`config.mk`:
```
export PLATFORM = sky130hd
export DESIGN_NAME = periodic_message_scheduler_core
export DESIGN_NICKNAME = d
export VERILOG_FILES = /design/src/pms_pkg.sv /design/src/pms_seq.sv /design/src/periodic_message_scheduler_core.sv
export SDC_FILE = /design/constraint.sdc
export NUM_CORES = 2
export LEC_CHECK = 0
export ABC_CLOCK_PERIOD_IN_PS = 6800
export BUFFER_PORTS_ARGS = -buffer_cell sky130_fd_sc_hd__buf_2
export CELL_PAD_IN_SITES_DETAIL_PLACEMENT = 1
export CELL_PAD_IN_SITES_GLOBAL_PLACEMENT = 2
export CORE_ASPECT_RATIO = 1.25
export CORE_MARGIN = 4
export CORE_UTILIZATION = 45
export CTS_CLUSTER_DIAMETER = 120
export DETAILED_ROUTE_END_ITERATION = 7
export PLACE_DENSITY = 0.84
export SETUP_SLACK_MARGIN = 0.5
export SLEW_MARGIN = 20
export SYNTH_ARGS = -nofsm -noshare
export SYNTH_HDL_FRONTEND = slang
export SYNTH_SLANG_ARGS = --single-unit
```
`constraint.sdc`:
```
create_clock -name clk -period 6.8 [get_ports clk]
set_clock_uncertainty 0.2 [all_clocks]
set_input_delay 0 -clock clk [delete_from_list [all_inputs] [get_ports clk]]
set_output_delay 0 -clock clk [all_outputs]
set_load 0.05 [all_outputs]
```
`src/pms_pkg.sv`:
```
// Shared types, constants and microcode definitions for the periodic message scheduler.
package pms_pkg;

    localparam int SLOTS_DEF    = 16;
    localparam int TIME_W       = 40;
    localparam int PERIOD_W     = 32;
    localparam int PHASE_W      = 20;
    localparam int SEQ_W        = 8;
    localparam int SLOT_FIELD_W = 4;
    localparam int IN_TDATA_W   = 80;   // slot + period + time_limit = 76, padded to bytes
    localparam int OUT_TDATA_W  = 56;   // chosen_slot + due_time + sequence_res = 52, padded

    localparam logic [PHASE_W-1:0] PHASE_RESET = 20'd17000;

    // Microprogram step addresses
    typedef enum logic [2:0] {
        STEP_WAIT  = 3'd0,
        STEP_DISP  = 3'd1,
        STEP_SCAN  = 3'd2,
        STEP_CHECK = 3'd3,
        STEP_ADV   = 3'd4,
        STEP_EMIT  = 3'd5
    } step_t;

    // Sequencing: next, goto, branch (cond ? target : next), wait (cond ? target : hold)
    typedef enum logic [1:0] {
        SEQ_NEXT,
        SEQ_GOTO,
        SEQ_BRANCH,
        SEQ_WAIT
    } seq_kind_t;

    typedef enum logic [2:0] {
        CND_NONE,
        CND_IN_ACC,
        CND_IS_LOAD,
        CND_SCAN_LAST,
        CND_MISS,
        CND_OUT_FREE
    } cond_t;

    typedef enum logic [1:0] {
        RD_NONE,
        RD_FIRST,
        RD_NEXT,
        RD_BEST
    } rd_sel_t;

    typedef struct packed {
        seq_kind_t seq;
        cond_t     cond;
        step_t     target;
        logic      take_in;    // accept a request
        logic      scan_init;  // clear best, reset scan index and result
        logic      load_wr;    // write slot period on a load request
        rd_sel_t   rd;         // slot memory read address select
        logic      scan_cmp;   // compare one slot against best
        logic      check;      // test best against time limit, form result
        logic      advance;    // move chosen slot by its period
        logic      emit;       // hand result to the output register
    } ctrl_word_t;

    typedef struct packed {
        logic in_acc;
        logic is_load;
        logic scan_last;
        logic miss;
        logic out_free;
    } pms_flags_t;

endpackage

```
`src/pms_seq.sv`:
```
// Microcode sequencer: step counter, control ROM and conditional jumps.
module pms_seq
    import pms_pkg::*;
(
    input  logic       clk,
    input  logic       rst_n,
    input  pms_flags_t flags,
    output ctrl_word_t ctrl
);

    step_t pc_reg;
    step_t pc_next;
    logic  cond_ok;

    // Control ROM
    always_comb
    begin
        ctrl.seq       = SEQ_GOTO;
        ctrl.cond      = CND_NONE;
        ctrl.target    = STEP_WAIT;
        ctrl.take_in   = 1'b0;
        ctrl.scan_init = 1'b0;
        ctrl.load_wr   = 1'b0;
        ctrl.rd        = RD_NONE;
        ctrl.scan_cmp  = 1'b0;
        ctrl.check     = 1'b0;
        ctrl.advance   = 1'b0;
        ctrl.emit      = 1'b0;
        unique case (pc_reg)
            STEP_WAIT:
            begin
                ctrl.seq     = SEQ_WAIT;
                ctrl.cond    = CND_IN_ACC;
                ctrl.target  = STEP_DISP;
                ctrl.take_in = 1'b1;
            end
            STEP_DISP:
            begin
                ctrl.seq       = SEQ_BRANCH;
                ctrl.cond      = CND_IS_LOAD;
                ctrl.target    = STEP_EMIT;
                ctrl.scan_init = 1'b1;
                ctrl.load_wr   = 1'b1;
                ctrl.rd        = RD_FIRST;
            end
            STEP_SCAN:
            begin
                ctrl.seq      = SEQ_WAIT;
                ctrl.cond     = CND_SCAN_LAST;
                ctrl.target   = STEP_CHECK;
                ctrl.rd       = RD_NEXT;
                ctrl.scan_cmp = 1'b1;
            end
            STEP_CHECK:
            begin
                ctrl.seq    = SEQ_BRANCH;
                ctrl.cond   = CND_MISS;
                ctrl.target = STEP_EMIT;
                ctrl.rd     = RD_BEST;
                ctrl.check  = 1'b1;
            end
            STEP_ADV:
            begin
                ctrl.seq     = SEQ_NEXT;
                ctrl.advance = 1'b1;
            end
            STEP_EMIT:
            begin
                ctrl.seq    = SEQ_WAIT;
                ctrl.cond   = CND_OUT_FREE;
                ctrl.target = STEP_WAIT;
                ctrl.emit   = 1'b1;
            end
            default:
            begin
                ctrl.seq    = SEQ_GOTO;
                ctrl.target = STEP_WAIT;
            end
        endcase
    end

    always_comb
    begin
        unique case (ctrl.cond)
            CND_NONE:      cond_ok = 1'b1;
            CND_IN_ACC:    cond_ok = flags.in_acc;
            CND_IS_LOAD:   cond_ok = flags.is_load;
            CND_SCAN_LAST: cond_ok = flags.scan_last;
            CND_MISS:      cond_ok = flags.miss;
            CND_OUT_FREE:  cond_ok = flags.out_free;
            default:       cond_ok = 1'b0;
        endcase
    end

    always_comb
    begin
        unique case (ctrl.seq)
            SEQ_NEXT:   pc_next = step_t'(pc_reg + 3'd1);
            SEQ_GOTO:   pc_next = ctrl.target;
            SEQ_BRANCH: pc_next = cond_ok ? ctrl.target : step_t'(pc_reg + 3'd1);
            SEQ_WAIT:   pc_next = cond_ok ? ctrl.target : pc_reg;
            default:    pc_next = STEP_WAIT;
        endcase
    end

    always_ff @(posedge clk or negedge rst_n)
    begin
        if (!rst_n)
        begin
            pc_reg <= STEP_WAIT;
        end
        else
        begin
            pc_reg <= pc_next;
        end
    end

endmodule

```
`src/periodic_message_scheduler_core.sv`:
```
// Top level of the periodic message scheduler: slot tables, scan datapath and stream ports.
//
// Flow: a load request goes from dispatch straight to emit; a schedule request scans every slot,
// checks the best against its time limit, advances the chosen slot when one fires, then emits.
// A new request is taken only after the last one has been emitted; the scan reads one slot per
// cycle through the due-time memory port.
// Reset: all slots inactive, sequence number 0, phase_step 17000; slot memories hold no reset.
module periodic_message_scheduler_core
    import pms_pkg::*;
#(
    parameter int SLOTS = SLOTS_DEF
)
(
    input  logic                   clk,
    input  logic                   rst_n,
    // configuration
    input  logic                   cfg_wr_en,
    input  logic [PHASE_W-1:0]     cfg_wr_data,      // phase_step
    // request stream
    input  logic                   s_axis_tvalid,
    output logic                   s_axis_tready,
    input  logic [IN_TDATA_W-1:0]  s_axis_tdata,     // [3:0] slot, [35:4] period,
                                                     // [75:36] time_limit, [79:76] zero
    input  logic                   s_axis_tuser,     // [0] mode
    // result stream
    output logic                   m_axis_tvalid,
    input  logic                   m_axis_tready,
    output logic [OUT_TDATA_W-1:0] m_axis_tdata,     // [3:0] chosen_slot, [43:4] due_time,
                                                     // [51:44] sequence_res, [55:52] zero
    output logic                   m_axis_tuser      // [0] found
);

    localparam int SLOT_W = (SLOTS > 1) ? $clog2(SLOTS) : 1;
    localparam logic [SLOT_W-1:0] LAST_IDX = SLOT_W'(SLOTS - 1);

    ctrl_word_t ctrl;
    pms_flags_t flags;

    // Latched request fields
    logic                    lat_mode;
    logic [SLOT_FIELD_W-1:0] lat_slot;
    logic [PERIOD_W-1:0]     lat_period;
    logic [TIME_W-1:0]       lat_limit;

    logic [PHASE_W-1:0] phase_reg;

    // Slot tables: active bits in flops, due times and periods in memories
    logic [SLOTS-1:0]    active_reg;
    logic [TIME_W-1:0]   due_mem [SLOTS];
    logic [PERIOD_W-1:0] period_mem [SLOTS];
    logic [TIME_W-1:0]   due_rd_reg;
    logic [PERIOD_W-1:0] period_rd_reg;

    logic              rd_en;
    logic [SLOT_W-1:0] rd_addr;
    logic              due_we;
    logic [SLOT_W-1:0] due_wa;
    logic [TIME_W-1:0] due_wd;
    logic              ld_ok;
    logic [SLOT_W-1:0] ld_idx;
    logic [PHASE_W+SLOT_FIELD_W-1:0] ld_offset;
    logic [TIME_W:0]   adv_sum;

    // Scan state
    logic [SLOT_W-1:0] idx_reg;
    logic              best_valid_reg;
    logic [SLOT_W-1:0] best_idx_reg;
    logic [TIME_W-1:0] best_t_reg;
    logic              hit;
    logic [SEQ_W-1:0]  seq_reg;

    // Result staging and output register
    logic                    res_found_reg;
    logic [SLOT_FIELD_W-1:0] res_slot_reg;
    logic [TIME_W-1:0]       res_due_reg;
    logic [SEQ_W-1:0]        res_seq_reg;
    logic                    m_valid_reg;
    logic                    m_found_reg;
    logic [SLOT_FIELD_W-1:0] m_slot_reg;
    logic [TIME_W-1:0]       m_due_reg;
    logic [SEQ_W-1:0]        m_seq_reg;

    pms_seq u_seq
    (
        .clk   (clk),
        .rst_n (rst_n),
        .flags (flags),
        .ctrl  (ctrl)
    );

    // Ready only at the wait step; the output register lets a result sit while the next
    // request is taken.
    assign s_axis_tready = ctrl.take_in;

    assign hit = best_valid_reg && (best_t_reg <= lat_limit);

    always_comb
    begin
        flags.in_acc    = s_axis_tvalid && s_axis_tready;
        flags.is_load   = !lat_mode;
        flags.scan_last = (idx_reg == LAST_IDX);
        flags.miss      = !hit;
        flags.out_free  = !m_valid_reg || m_axis_tready;
    end

    // Load path: slot index in range, first due time is slot times phase step
    assign ld_ok     = ({{(32-SLOT_FIELD_W){1'b0}}, lat_slot} < 32'(SLOTS));
    assign ld_idx    = SLOT_W'(lat_slot);
    assign ld_offset = PHASE_W'(phase_reg) * SLOT_FIELD_W'(lat_slot);

    // Advance: carry out of 40 bits retires the slot
    assign adv_sum = {1'b0, best_t_reg} + {{(TIME_W+1-PERIOD_W){1'b0}}, period_rd_reg};

    // Memory read address select
    always_comb
    begin
        rd_en   = 1'b0;
        rd_addr = idx_reg;
        case (ctrl.rd)
            RD_FIRST:
            begin
                rd_en   = 1'b1;
                rd_addr = '0;
            end
            RD_NEXT:
            begin
                rd_en   = !flags.scan_last;
                rd_addr = SLOT_W'(idx_reg + 1'b1);
            end
            RD_BEST:
            begin
                rd_en   = 1'b1;
                rd_addr = best_idx_reg;
            end
            default:
            begin
                rd_en = 1'b0;
            end
        endcase
    end

    // Due-time write port, shared by load and advance
    always_comb
    begin
        due_we = 1'b0;
        due_wa = best_idx_reg;
        due_wd = adv_sum[TIME_W-1:0];
        if (ctrl.load_wr && !lat_mode && ld_ok)
        begin
            due_we = 1'b1;
            due_wa = ld_idx;
            due_wd = (lat_period != '0) ? TIME_W'(ld_offset) : '0;
        end
        else if (ctrl.advance)
        begin
            due_we = 1'b1;
        end
    end

    always_ff @(posedge clk)
    begin
        if (due_we)
        begin
            due_mem[due_wa] <= due_wd;
        end
        if (rd_en)
        begin
            due_rd_reg <= due_mem[rd_addr];
        end
    end

    always_ff @(posedge clk)
    begin
        if (ctrl.load_wr && !lat_mode && ld_ok)
        begin
            period_mem[ld_idx] <= lat_period;
        end
        if (rd_en)
        begin
            period_rd_reg <= period_mem[rd_addr];
        end
    end

    // Latch the request payload on acceptance
    always_ff @(posedge clk)
    begin
        if (flags.in_acc)
        begin
            lat_mode   <= s_axis_tuser;
            lat_slot   <= s_axis_tdata[3:0];
            lat_period <= s_axis_tdata[35:4];
            lat_limit  <= s_axis_tdata[75:36];
        end
    end

    always_ff @(posedge clk or negedge rst_n)
    begin
        if (!rst_n)
        begin
            phase_reg <= PHASE_RESET;
        end
        else if (cfg_wr_en)
        begin
            phase_reg <= cfg_wr_data;
        end
    end

    // Active bits: set or clear on load, drop when the due time overflows
    always_ff @(posedge clk or negedge rst_n)
    begin
        if (!rst_n)
        begin
            active_reg <= '0;
        end
        else if (ctrl.load_wr && !lat_mode && ld_ok)
        begin
            active_reg[ld_idx] <= (lat_period != '0);
        end
        else if (ctrl.advance && adv_sum[TIME_W])
        begin
            active_reg[best_idx_reg] <= 1'b0;
        end
    end

    // Scan: one slot per cycle, strict less-than keeps the lowest index on ties
    always_ff @(posedge clk or negedge rst_n)
    begin
        if (!rst_n)
        begin
            idx_reg        <= '0;
            best_valid_reg <= 1'b0;
        end
        else if (ctrl.scan_init)
        begin
            idx_reg        <= '0;
            best_valid_reg <= 1'b0;
        end
        else if (ctrl.scan_cmp)
        begin
            if (!flags.scan_last)
            begin
                idx_reg <= SLOT_W'(idx_reg + 1'b1);
            end
            if (active_reg[idx_reg] && (!best_valid_reg || (due_rd_reg < best_t_reg)))
            begin
                best_valid_reg <= 1'b1;
            end
        end
    end

    always_ff @(posedge clk)
    begin
        if (ctrl.scan_cmp && active_reg[idx_reg] &&
            (!best_valid_reg || (due_rd_reg < best_t_reg)))
        begin
            best_idx_reg <= idx_reg;
            best_t_reg   <= due_rd_reg;
        end
    end

    // Sequence number: report, then advance on every scheduled message
    always_ff @(posedge clk or negedge rst_n)
    begin
        if (!rst_n)
        begin
            seq_reg <= '0;
        end
        else if (ctrl.check && hit)
        begin
            seq_reg <= SEQ_W'(seq_reg + 1'b1);
        end
    end

    // Result staging: cleared at dispatch, filled by the limit check
    always_ff @(posedge clk)
    begin
        if (ctrl.scan_init)
        begin
            res_found_reg <= 1'b0;
            res_slot_reg  <= '0;
            res_due_reg   <= '0;
            res_seq_reg   <= '0;
        end
        else if (ctrl.check && hit)
        begin
            res_found_reg <= 1'b1;
            res_slot_reg  <= SLOT_FIELD_W'(best_idx_reg);
            res_due_reg   <= best_t_reg;
            res_seq_reg   <= seq_reg;
        end
    end

    // Output register: load when free, drop valid once taken
    always_ff @(posedge clk or negedge rst_n)
    begin
        if (!rst_n)
        begin
            m_valid_reg <= 1'b0;
        end
        else if (ctrl.emit && flags.out_free)
        begin
            m_valid_reg <= 1'b1;
        end
        else if (m_axis_tready)
        begin
            m_valid_reg <= 1'b0;
        end
    end

    always_ff @(posedge clk)
    begin
        if (ctrl.emit && flags.out_free)
        begin
            m_found_reg <= res_found_reg;
            m_slot_reg  <= res_slot_reg;
            m_due_reg   <= res_due_reg;
            m_seq_reg   <= res_seq_reg;
        end
    end

    assign m_axis_tvalid = m_valid_reg;
    assign m_axis_tuser  = m_found_reg;
    assign m_axis_tdata  = {4'b0000, m_seq_reg, m_due_reg, m_slot_reg};

    // Scan index steps by one until the last slot
    assert property (@(posedge clk) disable iff (!rst_n)
        (ctrl.scan_cmp && !flags.scan_last) |=> (idx_reg == SLOT_W'($past(idx_reg) + 1'b1)))
        else $error("scan index did not advance by one");

    // Only an active slot is ever advanced
    assert property (@(posedge clk) disable iff (!rst_n)
        ctrl.advance |-> active_reg[best_idx_reg])
        else $error("advancing an inactive slot");

    // A scheduled message never exceeds the request's time limit
    assert property (@(posedge clk) disable iff (!rst_n)
        (ctrl.emit && flags.out_free && res_found_reg) |-> (res_due_reg <= lat_limit))
        else $error("emitted due time exceeds limit");

    // Each scheduled message bumps the sequence number by exactly one
    assert property (@(posedge clk) disable iff (!rst_n)
        (ctrl.check && hit) |=> (seq_reg == SEQ_W'($past(seq_reg) + 1'b1)))
        else $error("sequence number did not increment");

endmodule
```
# ---- Yosys cells after proc, flatten, opt, wreduce, memory -nomap -nowiden
# Memory sizes are Yosys's and may differ from the RTL's. A register that Yosys moved wholly into a read port is not among the register bits.
# Cells that the tools add are included.
dict set report word_totals {
  rom_bits 0
  ff_bits 280
  ramBits 1152
  output_inout_bits 59
  in_bits 106
  latch_bits 0
  mem_count 2
}
# memory words word_bits rd rd_ports_with_merged_regs wr line
set mem_list {}
lappend mem_list {due_mem 16 40 1 1 1 periodic_message_scheduler_core.sv:49} ;# logic [TIME_W-1:0] due_mem [SLOTS];
lappend mem_list {period_mem 16 32 1 1 1 periodic_message_scheduler_core.sv:50} ;# logic [PERIOD_W-1:0] period_mem [SLOTS];
dict set report classes {
  eq_ne 19
  mul 1
  n_addsub 4
  n_reduce_logical 31
  mux 42
  div 0
  n_lt_le_gt_ge 7
  shift 0
  n_bitwise 2
}
# op count
set ops {}
lappend ops {{40-bit by 32-bit adder with 41-bit output} 1}
lappend ops {{40-bit less-or-equal comparator} 1}
lappend ops {{40-bit less-than comparator} 1}
lappend ops {{40-bit 2-to-1 mux} 1}
lappend ops {{16-bit 2-to-1 mux} 2}
lappend ops {{32-bit nonzero test} 1}
lappend ops {{20-bit by 4-bit multiplier with 24-bit output} 1}
lappend ops {{24-bit 2-to-1 mux} 1}
lappend ops {{1-bit 2-to-1 mux} 19}
lappend ops {{16-bit AND} 1}
lappend ops {{16-bit bitwise mux} 1}
lappend ops {{4-bit 2-to-1 mux} 4}
lappend ops {{16-bit NOT} 1}
lappend ops {{4-bit by 5-bit less-than comparator with 1-bit output, second input constant} 3}
lappend ops {{3-bit one-hot mux with 5 select lines} 1}
lappend ops {{3-bit by 2-bit equality test with 1-bit output, second input constant} 4}
lappend ops {{3-bit equality test, second input constant} 4}
lappend ops {{2-bit one-hot mux with 3 select lines} 2}
lappend ops {{3-bit one-hot mux with 4 select lines} 1}
lappend ops {{4-bit one-hot mux with 3 select lines} 1}
lappend ops {{1-bit logical AND} 11}
lappend ops {{3-bit one-hot mux with 3 select lines} 1}
lappend ops {{8-bit by 1-bit adder with 8-bit output, second input constant} 1}
lappend ops {{1-bit demux with 4-bit select} 2}
lappend ops {{22 further kinds} 40}

# ---- Longest topological paths before layout
dict set report depth {
  ltp_word 8
  mapped_depth 16
}

# ---- By module
# From an unflattened synthesis, not the netlist that was laid out.
dict set report unflattened {
  cells_unflattened 4793
  hier_area_um2 64415.5
}
# mod instances seq_area_each_um2 cells_per_inst area_each_um2
set by_module_without_submodules {}
lappend by_module_without_submodules {periodic_message_scheduler_core 1 44298.7 4727 63902.5}
lappend by_module_without_submodules {pms_seq 1 75.1 66 513.0}

# ---- Worst setup path after synthesis
# No wires, ideal clock.
dict set report synth_path {
  kind {register to register}
  start {register best_t_reg[9]}
  end {register best_idx_reg[0], enable pin}
  arrival_ns 4.284
  path_stages_with_launch 11
  setup_ns 0.460
  n_path_buf 0
  t_required_ns 6.140
  slack_ns 1.856
  cell_sequence {edfxtp_1 -> inv_1 -> ha_1 -> a21o_1 -> a21o_1 -> a2111oi_0 -> o211ai_1 -> nor4b_1 -> a2111oi_0 -> o31ai_1 -> a21oi_1}
}
dict set report synth_between {
  elab_chain_len 3
}
# item line
set synth_lines {}
lappend synth_lines {{start, declared} periodic_message_scheduler_core.sv:68} ;# logic [TIME_W-1:0] best_t_reg;
lappend synth_lines {{start signal, assigned} periodic_message_scheduler_core.sv:257} ;# best_t_reg <= due_rd_reg;
lappend synth_lines {{40-bit less-than comparator} periodic_message_scheduler_core.sv:254} ;# (!best_valid_reg || (due_rd_reg < best_t_reg)))
lappend synth_lines {{1-bit logical OR} periodic_message_scheduler_core.sv:254}
lappend synth_lines {{1-bit logical AND} periodic_message_scheduler_core.sv:253} ;# if (ctrl.scan_cmp && active_reg[idx_reg] &&
lappend synth_lines {{end signal, assigned} periodic_message_scheduler_core.sv:256} ;# best_idx_reg <= idx_reg;
lappend synth_lines {{end, declared} periodic_message_scheduler_core.sv:67} ;# logic [SLOT_W-1:0] best_idx_reg;
# No other way between the ends.
# A chain may end at the register's enable or synchronous reset.

# ---- Worst setup path after layout
dict set report layout_path {
  start {register lat_slot[1]}
  end {memory due_mem[2][23] (data pin)}
}
dict set report layout_between {
  elab_chain_len 3
}
# item line
set layout_lines {}
lappend layout_lines {{start, declared} periodic_message_scheduler_core.sv:41} ;# logic [SLOT_FIELD_W-1:0] lat_slot;
lappend layout_lines {{start signal, assigned} periodic_message_scheduler_core.sv:190} ;# lat_slot <= s_axis_tdata[3:0];
lappend layout_lines {{20-bit by 4-bit multiplier with 24-bit output} periodic_message_scheduler_core.sv:109} ;# assign ld_offset = PHASE_W'(phase_reg) * SLOT_FIELD_W'(lat_slot);
lappend layout_lines {{24-bit 2-to-1 mux} periodic_message_scheduler_core.sv:152} ;# due_wd = (lat_period != '0) ? TIME_W'(ld_offset) : '0;
lappend layout_lines {{40-bit 2-to-1 mux} periodic_message_scheduler_core.sv:148} ;# if (ctrl.load_wr && !lat_mode && ld_ok)
lappend layout_lines {{net due_wd[23]} periodic_message_scheduler_core.sv:58} ;# logic [TIME_W-1:0] due_wd;
lappend layout_lines {{end, declared} periodic_message_scheduler_core.sv:49}
# The timed path passes the listed nets, and every way through them passes these cells.

==> results.py <==
metrics = {
    "power_and_ir_drop": {
        "p_leak_nw": 27.1,
        "p_sw_mw": 15.1,
        "power_density_mw_per_mm2": 503,
        "total_power_mw": 37.4,
        "swShare_pct": 40.3,
        "pwr-share-comb_pct": 39.8,
        "p_clk_share_pct": 21.8,
        "p_int_mw": 22.3,
        "ir_drop_mv": 0.669,
        "p_seq_share_pct": 38.4,
    },
    "placed_design": {
        "post_dp_cell_area_mm2": 0.0673,
        "dp_hpwl_mm": 113,
        "dp.cells": 6660,
        "gp_congestion": 0.847,
        "io_buffers": 156,
        "dp_slack_ns": 0.982,
    },
    "floorplanning": {
        "initial_core_util_pct": 45.4,
        "ios": 165,
        "coreArea_mm2": 0.141,
        "floorplan.rows": 154,
        "die_h_um": 430,
        "die_w_um": 345,
        "fp.dieArea_mm2": 0.148,
    },
    "timing": {
        "maxSlewViolCount": 0,
        "setup_viol": 0,
        "fmax_ghz": 0.181,
        "hold_slack_ns": 0.177,
        "timing.slew.headroom_pct": 25.0,
        "worst_slack_ns": 1.27,
        "min_period_ns": 5.53,
        "layout_worst_path_cycle_share_pct": 81.4,
        "rsz0062_at_grt": "no",
        "tightestPinTransition_ns": 1.12,
        "hold_viol_final": 0,
        "finalSetupTns_ns": 0,
    },
    "finish": {
        "reg.largest.list": "due_mem x640, period_mem x512",
        "postLayoutCellArea_mm2": 0.0745,
        "largest_register_ff_count": 640,
        "top_register": "due_mem",
        "fin_cells": 7152,
        "fin_nets": 5446,
        "fin_util_pct": 52.8,
        "final_layout_size_suffix_gt1_share_pct": 11.2,
        "syn2layout_area_growth_pct": 16.4,
    },
    "worst_hold_path": {
        "holdCritPathClass": "in2reg",
        "whs_path_depth": 3,
    },
    "route": {
        "wl_per_cell_um": 27.0,
        "detail-route-antenna-nets": 0,
        "drtIter0Drc": 3479,
        "dr.pass1.iters": 7,
        "via_per_inst": 5.84,
        "vias": 41794,
        "drc": 0,
        "routed_wl_mm": 193,
    },
    "grt": {
        "grt_overflow": 0,
        "grt_pass1_wl_mm": 286,
        "grt_max_degree": 137,
        "grt_pass1_vias": 44096,
        "antenna_found_initial": 4,
        "grt_usage_pct": 25.6,
    },
    "critical_path": {
        "worstSetupStartpointType": "flop",
        "crit_path_max_fanout": 30,
        "cp_cell_sequence": "nand2_1, fa_1, fa_1, inv_1, ha_1, a211oi_1, o21bai_1, a211o_1, a21oi_1, a21oi_1, o31ai_1, xnor2_1, a22o_1",
        "crit_path_end_kind": "flop",
        "cp.required_ns": 7.10,
        "cp_slowest_cell": "edfxtp_1",
        "critical_path.max_stage_delay_ns": 1.06,
        "critPathArrivalTime_ns": 5.84,
        "critPathKind": "reg2reg",
        "worstRegToRegCells": 13,
    },
    "yosys": {
        "synth.area.top_cells": "edfxtp_1 (66%), mux2i_1 (5.8%), nand2_1 (5.0%)",
        "synth_cells": 4762,
        "synthArstFlopShare_pct": 3.52,
        "synth-seq-cells": 1504,
        "syn_area_per_cell_um2": 13.4,
        "synth_common_cells": "edfxtp_1 (1,398), nand2_1 (852), nand3_1 (445), mux2i_1 (369), a21oi_1 (189)",
        "synthDistinctLibCells": 76,
        "yosysSeqAreaShare_pct": 69.4,
        "yosys_warnings": 0,
        "ys.flop_type": "edfxtp_1",
        "synth_top_area_cell": "edfxtp_1",
        "syn_area_mm2": 0.0640,
        "synth_edf_count": 1398,
        "yosysMostFrequentCell": "edfxtp_1",
        "synth_top_area_share_pct": 65.6,
    },
    "cts": {
        "holdBufCountCts": 219,
        "cts_root_buf": "clkbuf_16",
        "cts_tree": "done",
        "htreeDepth": 4,
        "clk-insertion-delay-late_ns": 0.80,
        "cts.clk_slew.worst_paths_ns": 0.06,
        "post_cts_resized": 0,
        "cts_buffers": 147,
        "cts_sinks": 1504,
        "cts.path.max_buffers": 3,
        "post-cts-setup-buffers": 0,
    },
    "outcome": {
        "status": "complete, no violations",
    },
    "job": {
        "drv_cap": 0,
    },
}
==> worst max-delay path, delay by kind of cell (launching register included) <==
| kind | cells | cell delay [ns] |
|---|---|---|
| DFF | 1 | 1.06 |
| adders and majority gates | 3 | 1.41 |
| and+or+nand+nor | 1 | 0.15 |
| xor gates and xnor gates | 1 | 0.16 |
| AOI/OAI and AO/OA | 7 | 2.18 |
| buffers and inverters | 1 | 0.06 |
==> kinds of logic (layout without fill, tap and decap cells) <==
family / Yosys count / after routing / synth area share, %
AOI/OAI and AO/OA: 535 / 535 / 5.25
xor gates and xnor gates: 49 / 49 / 0.671
adders and majority gates: 183 / 183 / 4.01
buffers and inverters: 401 / 914 / 2.71
DFF: 1504 / 1504 / 69.4
muxes: 395 / 395 / 6.32
other: 1 / 6 / 0.00586
and+or+nand+nor: 1694 / 1694 / 11.7
==> path summary, 6_finish.rpt <==
| check | from | to | slack, ns |
|---|---|---|---|
| min in group asynchronous | rst_n | seq_reg[4] | 0.26 |
| hold / removal | cfg_wr_en | phase_reg[18] | 0.18 |
| setup reg to reg | lat_slot[1] | due_mem[2][23] | 1.27 |
| setup / recovery | lat_slot[1] | due_mem[2][23] | 1.27 |
| max in group asynchronous | rst_n | phase_reg[10] | 5.56 |
| hold reg to reg | res_due_reg[19] | m_due_reg[19] | 0.22 |
==> final cells by class <==
| cell class | instances | area [µm²] |
|---|---|---|
| Sequential cell | 1504 | 44400 |
| Clock buffer | 187 | 4000 |
| Inverter | 154 | 581 |
| Timing Repair Buffer | 490 | 3960 |
| Clock inverter | 83 | 790 |
| Multi-Input combinational cell | 2860 | 18400 |
| Antenna cell | 2 | 5.00 |
| Fill cell | 13956 | 66600 |
| Tap cell | 1872 | 2340 |
==> power groups by stage <==
stage | clock (mW) | combinational [mW] | sequential, mW
6_report | 8.16 | 14.9 | 14.4
5_1_grt | 8.67 | 16.1 | 14.5
4_1_cts | 8.24 | 14.7 | 14.4
3_5_place_dp | 0 | 14.4 | 14.6
3_3_place_gp | 0 | 13.9 | 14.5
2_1_floorplan | 0 | 8.83 | 14.2
==> cell usage in the layout, fill, tap and decap left out, types with 14 or more instances in the layout <==
| master | instances |
|---|---|
| inv_1 | 153 |
| nand3_1 | 444 |
| dfrtp_1 | 48 |
| nor2_4 | 28 |
| nand2b_1 | 17 |
| edfxtp_1 | 1398 |
| a21oi_1 | 188 |
| clkbuf_16 | 154 |
| fa_1 | 37 |
| nand2_1 | 846 |
| mux2_2 | 21 |
| o21a_1 | 16 |
| nand4_1 | 47 |
| nor2_1 | 115 |
| buf_2 | 157 |
| dfxtp_1 | 53 |
| nor3_1 | 75 |
| nor4_1 | 15 |
| o21ai_0 | 86 |
| and2_1 | 35 |
| mux2i_1 | 366 |
| clkbuf_1 | 31 |
| a32oi_1 | 28 |
| clkinv_2 | 16 |
| buf_4 | 104 |
| clkinv_1 | 37 |
| o22ai_1 | 55 |
| a22oi_1 | 14 |
| xor2_1 | 27 |
| xnor2_1 | 22 |
| dlygate4sd3_1 | 219 |
| ha_1 | 146 |
| a21o_1 | 31 |
==> layer usage <==
layer  vias to the layer above  GRT usage (%)  share of wire [%]
met2                      1499           44.0                 50
met4                         4           8.96                3.5
li1                      18331              -                  -
met1                     21605           33.2                 40
met3                       355           4.20                6.3
met5                         -              0              0.012
(Power assumes the default switching activity.)
